--- src/hw/rtl/sfd_pkg.sv ---
`timescale 1ns / 1ps

package sfd_pkg;

  localparam logic [7:0] SYNC_BYTE = 8'hAA;
  localparam int unsigned BODY_LEN = 16;
  localparam int unsigned BODY_IDX_W = $clog2(BODY_LEN);
  localparam int unsigned BODY_CNT_W = BODY_IDX_W + 1;

  typedef enum logic [1:0] {
    PH_HUNT  = 2'd0,
    PH_SYNC1 = 2'd1,
    PH_BODY  = 2'd2,
    PH_CHECK = 2'd3
  } phase_t;

  // One decoded frame, as handed from the parser to the output stage.
  typedef struct packed {
    logic [7:0]  sequence_res;
    logic [31:0] position;
    logic [15:0] height;
    logic [63:0] command_low;
    logic [7:0]  command_last;
  } frame_t;

endpackage

--- src/hw/rtl/sfd_parser.sv ---
`timescale 1ns / 1ps

module sfd_parser (
  input  logic            clk,
  input  logic            rst_n,
  input  logic            in_valid,
  output logic            in_ready,
  input  logic [7:0]      in_rx_byte,
  input  logic            take_ok,
  output logic            res_vld,
  output sfd_pkg::frame_t res_frame
);
  import sfd_pkg::*;

  // input register
  logic       s1_vld_r, s1_vld_nxt;
  logic [7:0] s1_byte_r;
  logic       adv;

  // parse state
  phase_t                phase_r, phase_nxt;
  logic [BODY_CNT_W-1:0] body_count_r, body_count_nxt;
  logic [7:0]            running_sum_r, running_sum_nxt;
  logic [7:0]            body_store_r [BODY_LEN];
  logic                  store_we;
  logic                  is_sync;

  // only the checksum byte can produce a result, so only it waits for room
  assign adv      = s1_vld_r & (take_ok | (phase_r != PH_CHECK));
  assign in_ready = ~s1_vld_r | adv;
  assign is_sync  = (s1_byte_r == SYNC_BYTE);

  always_comb begin
    s1_vld_nxt = s1_vld_r;
    if (in_valid && in_ready) begin
      s1_vld_nxt = 1'b1;
    end else if (adv) begin
      s1_vld_nxt = 1'b0;
    end
  end

  always_ff @(posedge clk) begin
    if (!rst_n) begin
      s1_vld_r <= 1'b0;
    end else begin
      s1_vld_r <= s1_vld_nxt;
    end
    if (in_valid && in_ready) begin
      s1_byte_r <= in_rx_byte;
    end
  end

  // next state
  always_comb begin
    phase_nxt = phase_r;
    if (adv) begin
      case (phase_r)
        PH_HUNT:  phase_nxt = is_sync ? PH_SYNC1 : PH_HUNT;
        PH_SYNC1: phase_nxt = is_sync ? PH_BODY : PH_HUNT;
        PH_BODY: begin
          if (body_count_r == BODY_CNT_W'(BODY_LEN - 1)) begin
            phase_nxt = PH_CHECK;
          end
        end
        PH_CHECK: phase_nxt = PH_HUNT;
        default:  phase_nxt = PH_HUNT;
      endcase
    end
  end

  // datapath controls and result
  always_comb begin
    body_count_nxt  = body_count_r;
    running_sum_nxt = running_sum_r;
    store_we        = 1'b0;
    res_vld         = 1'b0;
    if (adv) begin
      case (phase_r)
        PH_HUNT: begin
        end
        PH_SYNC1: begin
          if (is_sync) begin
            body_count_nxt  = '0;
            running_sum_nxt = SYNC_BYTE + SYNC_BYTE;
          end
        end
        PH_BODY: begin
          store_we        = 1'b1;
          running_sum_nxt = running_sum_r + s1_byte_r;
          body_count_nxt  = body_count_r + 1'b1;
        end
        PH_CHECK: begin
          res_vld         = (s1_byte_r == running_sum_r);
          body_count_nxt  = '0;
          running_sum_nxt = '0;
        end
        default: begin
        end
      endcase
    end
  end

  always_ff @(posedge clk) begin
    if (!rst_n) begin
      phase_r       <= PH_HUNT;
      body_count_r  <= '0;
      running_sum_r <= '0;
    end else begin
      phase_r       <= phase_nxt;
      body_count_r  <= body_count_nxt;
      running_sum_r <= running_sum_nxt;
    end
  end

  always_ff @(posedge clk) begin
    if (store_we) begin
      body_store_r[body_count_r[BODY_IDX_W-1:0]] <= s1_byte_r;
    end
  end

  // fields are little-endian: first byte received lands in the low bits
  assign res_frame.sequence_res = body_store_r[0];
  assign res_frame.position     = {body_store_r[4], body_store_r[3],
                                   body_store_r[2], body_store_r[1]};
  assign res_frame.height       = {body_store_r[6], body_store_r[5]};
  assign res_frame.command_low  = {body_store_r[14], body_store_r[13],
                                   body_store_r[12], body_store_r[11],
                                   body_store_r[10], body_store_r[9],
                                   body_store_r[8],  body_store_r[7]};
  assign res_frame.command_last = body_store_r[15];

  a_check_full: assert property (@(posedge clk) disable iff (!rst_n)
    (phase_r == PH_CHECK) |-> (body_count_r == BODY_CNT_W'(BODY_LEN)))
    else $error("checksum phase entered without a full body");

  a_body_bound: assert property (@(posedge clk) disable iff (!rst_n)
    (phase_r == PH_BODY) |-> (body_count_r < BODY_CNT_W'(BODY_LEN)))
    else $error("body count overran while capturing");

  a_idle_sum: assert property (@(posedge clk) disable iff (!rst_n)
    (phase_r == PH_HUNT || phase_r == PH_SYNC1) |-> (running_sum_r == 8'd0))
    else $error("running sum not cleared while hunting");

  a_res_src: assert property (@(posedge clk) disable iff (!rst_n)
    res_vld |-> (phase_r == PH_CHECK && s1_vld_r && take_ok))
    else $error("result raised outside the checksum byte");

endmodule

--- src/hw/rtl/sfd_out_reg.sv ---
`timescale 1ns / 1ps

module sfd_out_reg (
  input  logic            clk,
  input  logic            rst_n,
  input  logic            res_vld,
  input  sfd_pkg::frame_t res_frame,
  output logic            take_ok,
  output logic            out_valid,
  input  logic            out_ready,
  output sfd_pkg::frame_t out_frame
);
  import sfd_pkg::*;

  logic   vld_r, vld_nxt;
  frame_t frame_r;

  // space for a new result when empty or when the held one leaves now
  assign take_ok = ~vld_r | out_ready;

  always_comb begin
    vld_nxt = vld_r;
    if (take_ok) begin
      vld_nxt = res_vld;
    end
  end

  always_ff @(posedge clk) begin
    if (!rst_n) begin
      vld_r <= 1'b0;
    end else begin
      vld_r <= vld_nxt;
    end
    if (take_ok && res_vld) begin
      frame_r <= res_frame;
    end
  end

  assign out_valid = vld_r;
  assign out_frame = frame_r;

  a_load: assert property (@(posedge clk) disable iff (!rst_n)
    (res_vld && take_ok) |=> vld_r)
    else $error("accepted result did not reach the output register");

  a_drain: assert property (@(posedge clk) disable iff (!rst_n)
    (vld_r && out_ready && !res_vld) |=> !vld_r)
    else $error("output register kept a delivered result");

  a_no_drop: assert property (@(posedge clk) disable iff (!rst_n)
    (res_vld && !take_ok) |-> vld_r)
    else $error("result offered while the output register had room");

endmodule

--- src/hw/rtl/sync_frame_deframer_unit.sv ---
`timescale 1ns / 1ps

// Channel   Dir  Handshake              Payload
// in_       in   in_valid / in_ready    in_rx_byte[7:0]
// out_      out  out_valid / out_ready  out_sequence_res, out_position,
//                                       out_height, out_command_low,
//                                       out_command_last
//
// One byte per cycle unless a checksum byte is held: each transaction passes
// an input register, the parse logic and a result register, so a frame's
// result is valid on out_ once the result register has loaded it.
// Synchronous active-low reset returns to sync hunting; body bytes are not
// cleared, they are always rewritten before a frame can be reported.
// A stalled result stalls the parser only while a checksum byte waits in
// the input register; otherwise input keeps flowing.

module sync_frame_deframer_unit (
  input  logic        clk,
  input  logic        rst_n,
  input  logic        in_valid,
  output logic        in_ready,
  input  logic [7:0]  in_rx_byte,
  output logic        out_valid,
  input  logic        out_ready,
  output logic [7:0]  out_sequence_res,
  output logic [31:0] out_position,
  output logic [15:0] out_height,
  output logic [63:0] out_command_low,
  output logic [7:0]  out_command_last
);
  import sfd_pkg::*;

  logic   take_ok;
  logic   res_vld;
  frame_t res_frame;
  frame_t out_frame;

  // Parser: input register, sync hunt / body capture / checksum state
  // machine and the 16-byte body store. It advances only when the output
  // stage can absorb whatever this byte may produce.
  sfd_parser u_parser (
    .clk        (clk),
    .rst_n      (rst_n),
    .in_valid   (in_valid),
    .in_ready   (in_ready),
    .in_rx_byte (in_rx_byte),
    .take_ok    (take_ok),
    .res_vld    (res_vld),
    .res_frame  (res_frame)
  );

  // Result register: holds one good frame until the consumer takes it.
  sfd_out_reg u_out_reg (
    .clk       (clk),
    .rst_n     (rst_n),
    .res_vld   (res_vld),
    .res_frame (res_frame),
    .take_ok   (take_ok),
    .out_valid (out_valid),
    .out_ready (out_ready),
    .out_frame (out_frame)
  );

  assign out_sequence_res = out_frame.sequence_res;
  assign out_position     = out_frame.position;
  assign out_height       = out_frame.height;
  assign out_command_low  = out_frame.command_low;
  assign out_command_last = out_frame.command_last;

endmodule
--- config.mk ---
export PLATFORM = sky130hd
export DESIGN_NAME = sync_frame_deframer_unit
export DESIGN_NICKNAME = d
export VERILOG_FILES = /design/src/hw/rtl/sfd_pkg.sv /design/src/hw/rtl/sfd_parser.sv /design/src/hw/rtl/sfd_out_reg.sv /design/src/hw/rtl/sync_frame_deframer_unit.sv
export SDC_FILE = /design/constraint.sdc
export NUM_CORES = 1
export LEC_CHECK = 0
export BUFFER_PORTS_ARGS = -buffer_cell sky130_fd_sc_hd__buf_2
export CAP_MARGIN = 20
export CORE_ASPECT_RATIO = 0.9
export CORE_UTILIZATION = 25
export DETAILED_ROUTE_END_ITERATION = 7
export GPL_ROUTABILITY_DRIVEN = 1
export GPL_TIMING_DRIVEN = 0
export SLEW_MARGIN = 15
export SYNTH_ARGS = -nofsm -noshare
export SYNTH_HDL_FRONTEND = slang
export SYNTH_SLANG_ARGS = --single-unit
export TNS_END_PERCENT = 1
--- constraint.sdc ---
create_clock -name clk -period 23.1 [get_ports clk]
set_input_delay 5.775 -clock clk [delete_from_list [all_inputs] [get_ports clk]]
set_output_delay 5.775 -clock clk [all_outputs]
set_load 0.005 [all_outputs]
Yosys cells after proc, flatten, opt, wreduce, memory -nomap -nowiden
Memory sizes are Yosys's and may differ from the RTL's. A register that Yosys moved wholly into a read port is not among the register bits.
Index checks and enable logic that the tools add are counted.

cells by class
  add/subtract/negate cells = 2
  eq/ne operators = 9
  mux-type cells = 16
  bitwise gates (word level) = 6
  reductions and logical operators = 7

operators by type and width
  cell                                                  count
  one-hot mux 8 bit (3 select lines)                    1
  one-hot mux 5 bit (3 select lines)                    1
  two-way mux 1 bit                                     9
  adder 8 bit                                           1
  equality test 8 bit                                   1
  equality test 8 bit (second input constant)           1
  two-way mux 8 bit                                     1
  one-hot mux 2 bit (4 select lines)                    1
  adder 5 x 1 -> 5 bit (second input constant)          1
  equality test 5 x 4 -> 1 bit (second input constant)  1
  two-way mux 5 bit                                     1
  equality test 2 bit (second input constant)           2
  two-way mux 2 bit                                     2
  != test 2 x 1 -> 1 bit (second input constant)        2
  bitwise OR 1 bit                                      3
  AND reduction 3 bit                                   1
  nonzero test 3 bit                                    1
  equality test 2 x 1 -> 1 bit (second input constant)  1
  logical AND 1 bit                                     2
  logical NOT 2 bit                                     1
  != test 2 bit (second input constant)                 1
  inverter 1 bit                                        2
  AND reduction 2 bit                                   1
  nonzero test 2 bit                                    1
  bitwise AND 1 bit                                     1

storage, ports and cells
  register bits after elaboration = 25
  bits in writable memories = 128
  word-level logic and storage cells = 47
  memories = 1

memory list
  memory                 words  bits a word  rd ports  clocked after Yosys merged registers in  write ports  RTL line          text
  u_parser.body_store_r  16     8            16        16                                       1            sfd_parser.sv:24  logic [7:0] body_store_r [BODY_LEN];

Logic depth before layout (Yosys ltp)
  word-level depth = 7
  depth in mapped cells = 8
  mapped depth without buffers = 8

Cells and area by module
From an unflattened synthesis, not the netlist that was laid out.

unflattened totals
  cells, all modules = 427
  area, all modules = 9223.8 µm²

modules (own cells, without submodules)
  module       instances  cells each  area an instance (µm²)
  sfd_parser   1          294         5322.6
  sfd_out_reg  1          133         3901.2

Worst setup path after synthesis
OpenSTA, ideal clock, no wires.

  path kind = input -> register
  start point = in out_ready
  end point = reg, netlist name out_command_last[0]
  library setup time = 0.933 ns
  data arrival time = 18.225 ns
  data required time = 22.167 ns
  setup slack = 3.942 ns
  cell stages on the path = 2
  buffers on the path = 0
  cells stage by stage = nor2b_1 -> nor4_1

between the ends
  longest elaborated chain between the ends = 5

RTL lines
  element              RTL line                        text
  start: declaration   sync_frame_deframer_unit.sv:24  input logic out_ready,
  bitwise OR 1 bit *   sfd_out_reg.sv:19               assign take_ok = ~vld_r | out_ready;
  bitwise OR 1 bit     sfd_parser.sv:29                assign adv = s1_vld_r & (take_ok | (phase_r != PH_CHECK));
  bitwise AND 1 bit    sfd_parser.sv:29
  two-way mux 1 bit    sfd_parser.sv:77                if (adv) begin
  logical AND 1 bit *  sfd_out_reg.sv:34               if (take_ok && res_vld) begin

Every way passes the cells marked *; elsewhere a longest branch is shown, timed or not.
A chain may end at the register's enable or synchronous reset.

Worst setup path after layout
  start point = in out_ready
  end point = out in_ready

between the ends
  longest elaborated chain between the ends = 4

RTL lines
  element            RTL line                        text
  bitwise OR 1 bit   sfd_out_reg.sv:19
  bitwise OR 1 bit   sfd_parser.sv:29
  bitwise AND 1 bit  sfd_parser.sv:29
  bitwise OR 1 bit   sfd_parser.sv:30                assign in_ready = ~s1_vld_r | adv;
  end: declaration   sync_frame_deframer_unit.sv:21  output logic in_ready,

No other way between the ends.

==> out/qor.txt <==
Actual slew at the worst max-slew pin - 1.07 ns
Slowest CP cell - or2_1
Maximum vdd ir drop - 54.7 uV
Share of cells above drive strength 1 - 34.3%
Critical path fanouts, max - 3
Hold depth - 0
Worst Path Buf+Inv - 2
Die area - 37800 sq um
Critical path type - in2out
Setup bufs post-CTS - 0
Fillers - 3514
Post-Synth XOR/XNOR Area - 0.378%
Post-synthesis mux area share - 0%
Outcome - complete, no violations
Core Util, Final - 32.6%
Tcrit/Tclk final - 53.0%
Final Hold Viols - 0
Largest net degree at the start of global routing - 19
Finish-stage setup viols - 0
DP HPWL - 13.0 mm
RSZ-0062 raised after global routing - false
Root Buffer - clkbuf_16
Clock transition at path regs - 0.06 ns
Total grt overflow - 0
Pwr dens - 88.9 nW/um^2
Worst Path Required - 17.33 ns
Gr usage total - 10.2%
Post-placement worst setup slack - 10.86 ns
Worst EP arrival - 6.47 ns
Max-slew headroom - 28.4%
Core region area - 36300 sq um
Crit-path most repeated cell - buf_2
Placed Instance Area - 10800 sq um
Post-Syn Instances - 439
Clk sinks - 281
Total chip power - 0.00105 W
Worst hold path type - reg2reg
Max Slew Vio Count - 0
YS warnings - 0
Initial core utilization - 25.5%
Die H - 185 microns
# rows - 66
EDFF count, synth - 264
Initial antenna violation count - 2
Hold_buf cts - 0
Largest family of logic cells by synthesized area - simple AND/OR/NAND/NOR gates
Max cap viols - 0
Highest clock rate - 81.6 MHz
Synth Net Count - 464
Num CTS Buffers - 28
Final instance area - 11800 sq um
Clock Path Buffers - 3
Flops & latches, synth - 281
Area delta synth->final - 27.8%
Cell family with most CP delay - simple AND/OR/NAND/NOR gates
CP cell instances - buf_2 -> nand2b_1 -> or2_1 -> buf_2
Post-Syn Area - 9260 sq um
LEAKAGE - 4.10 nW
Synth Flop Type - edfxtp_1
Synth Area in Simple Gates - 4.46%
DRT iter0 DRCs - 279
Post-synthesis sequential area ratio - 89.3%
Post-Route WL - 19.3 mm
Levels on crit path - 4
DR WL/cell - 17.0 microns
DRC viols - 0
Flop2flop setup slack - 18.87 ns
Buffers on Ports - 140
Post-route setup slack - 10.85 ns
First-pass DRT Iterations - 4
Async S/R FF share, synth - 0%
Type of origin of the critical path - input port
Vias in the first global route - 4346
Nets - 662
CP endpoint kind - output pin
Die W - 205 microns
Htree depth - 1
Max Clock Skew - 0.0253 ns
Compound-Gate Fraction of Synth Area - 2.93%
Reg2Reg Depth - 10
Syn avg cell area - 21.1 sq um
Post-DR vias/cell - 3.93
GPL Wtd Cong - 0.731
Vias - 4464
Adder-Cell Fraction of Synth Area - 1.84%
Yosys cell types - 47
CTS tree - done
# IOs - 142
Global-route wire length before repair - 27.9 mm
Final min period - 12.25 ns
Clk_lat worst skew - 0.57 ns
ANT nets after route - 0
Max incr delay on CP - 0.28 ns
Post-cts resize count - 0
[stage by stage]
stage	hold slack (ns)	instances	TNS (ns)
after global routing	0.405	1136	0
after CTS	0.399	1135	0
final	0.397	1136	0
after floorplan	0.400	439	0
after detailed placement	0.405	1083	0
after global placement	0.400	1055	-297.31
[cells in the final DEF, fill, tap and decap left out, types with 3 or more instances in the layout]
master and instances:
edfxtp_1 264, buf_2 153, clkbuf_16 28, nor2_1 21, dfxtp_1 17, nand2_1 14, inv_1 12, ha_1 12
buf_4 10, clkbuf_1 9, nand3_1 8, nor3_1 7, clkinv_2 7, nand2b_1 6, o21a_1 6, a21oi_1 6
bufinv_16 6, clkinv_1 4, o21ai_1 4, a21boi_1 4, buf_6 3, and2_1 3, nor3_2 3, nor2b_1 3
or4_1 3, o21ai_0 3, xnor2_1 3, inv_6 3, buf_8 3
[path summary, 6_finish.rpt]
check	end	start
max	in_ready	out_ready
max reg2reg	out_position[24]	u_parser.s1_byte_r[2]
min	out_position[19]	u_parser.body_store_r[3][3]
min reg2reg	out_position[19]	u_parser.body_store_r[3][3]
[cells in the mapped netlist, types with 2 or more instances]
cell	number	share of area [%]
nand3_1	8	0.43
xnor2_1	3	0.28
or2_1	2	0.14
nand3b_1	2	0.16
and3_1	2	0.14
o221a_1	2	0.24
a21boi_1	4	0.32
ha_1	12	1.6
o21ai_1	4	0.22
nand2b_1	6	0.41
nor2b_1	3	0.20
o22ai_1	2	0.14
nor3_1	10	0.54
a21oi_1	6	0.32
a211oi_2	2	0.27
nor2_1	21	0.85
nand2_1	14	0.57
inv_1	12	0.49
and2_1	3	0.20
o21a_1	6	0.49
clkbuf_1	6	0.24
edfxtp_1	264	86
dfxtp_1	17	3.7
o21ai_0	3	0.16
or4_1	3	0.24
[power by group]
part	total, W	internal (W)	switching (W)	leakage (nW)
Sequential	0.000558	0.000553	0.00000475	2.52
Combinational	0.00000992	0.00000408	0.00000584	1.09
Clock	0.000484	0.000292	0.000192	0.495
Total	0.00105	0.000849	0.000202	4.10
[registers in the layout, indices dropped and copies added (netlist names), 8 cells and up, named ones only]
name,cells
u_parser.body_store_r,128
out_sequence_res,8
out_command_low,64
out_height,16
out_position,32
u_parser.s1_byte_r,8
u_parser.running_sum_r,8
out_command_last,8
[per-layer routing]
metal	share of wire [%]	wire (microns)	vias to the layer above	global-route usage [%]
met3	4.8	932	31	2.42
met5	0	0	-	0
met1	47	9100	2210	14.1
met2	46	8790	122	15.9
li1	-	-	2101	-
met4	2.3	451	0	2.90
[cells by family after synthesis]
| group | count (synthesis) |
|---|---|
| DFF | 281 |
| and+or+nand+nor | 80 |
| AOI/OAI and AO/OA | 38 |
| buffers and inverters | 23 |
| adders and majority gates | 13 |
| xor gates and xnor gates | 4 |
[area by class of cell]
cell class / instances / area [sq um] / share of cell area, %
flip-flops and latches: 281 / 8270 / 69.9
repair buffers: 168 / 951 / 8.04
multi-input cells: 135 / 911 / 7.70
clock buffers: 31 / 712 / 6.02
well taps: 476 / 596 / 5.03
clock inverters: 21 / 292 / 2.46
inverters: 14 / 52.6 / 0.444
plain buffers: 9 / 46.3 / 0.391
diodes: 1 / 2.50 / 0.0212
(Power assumes the default switching activity.)
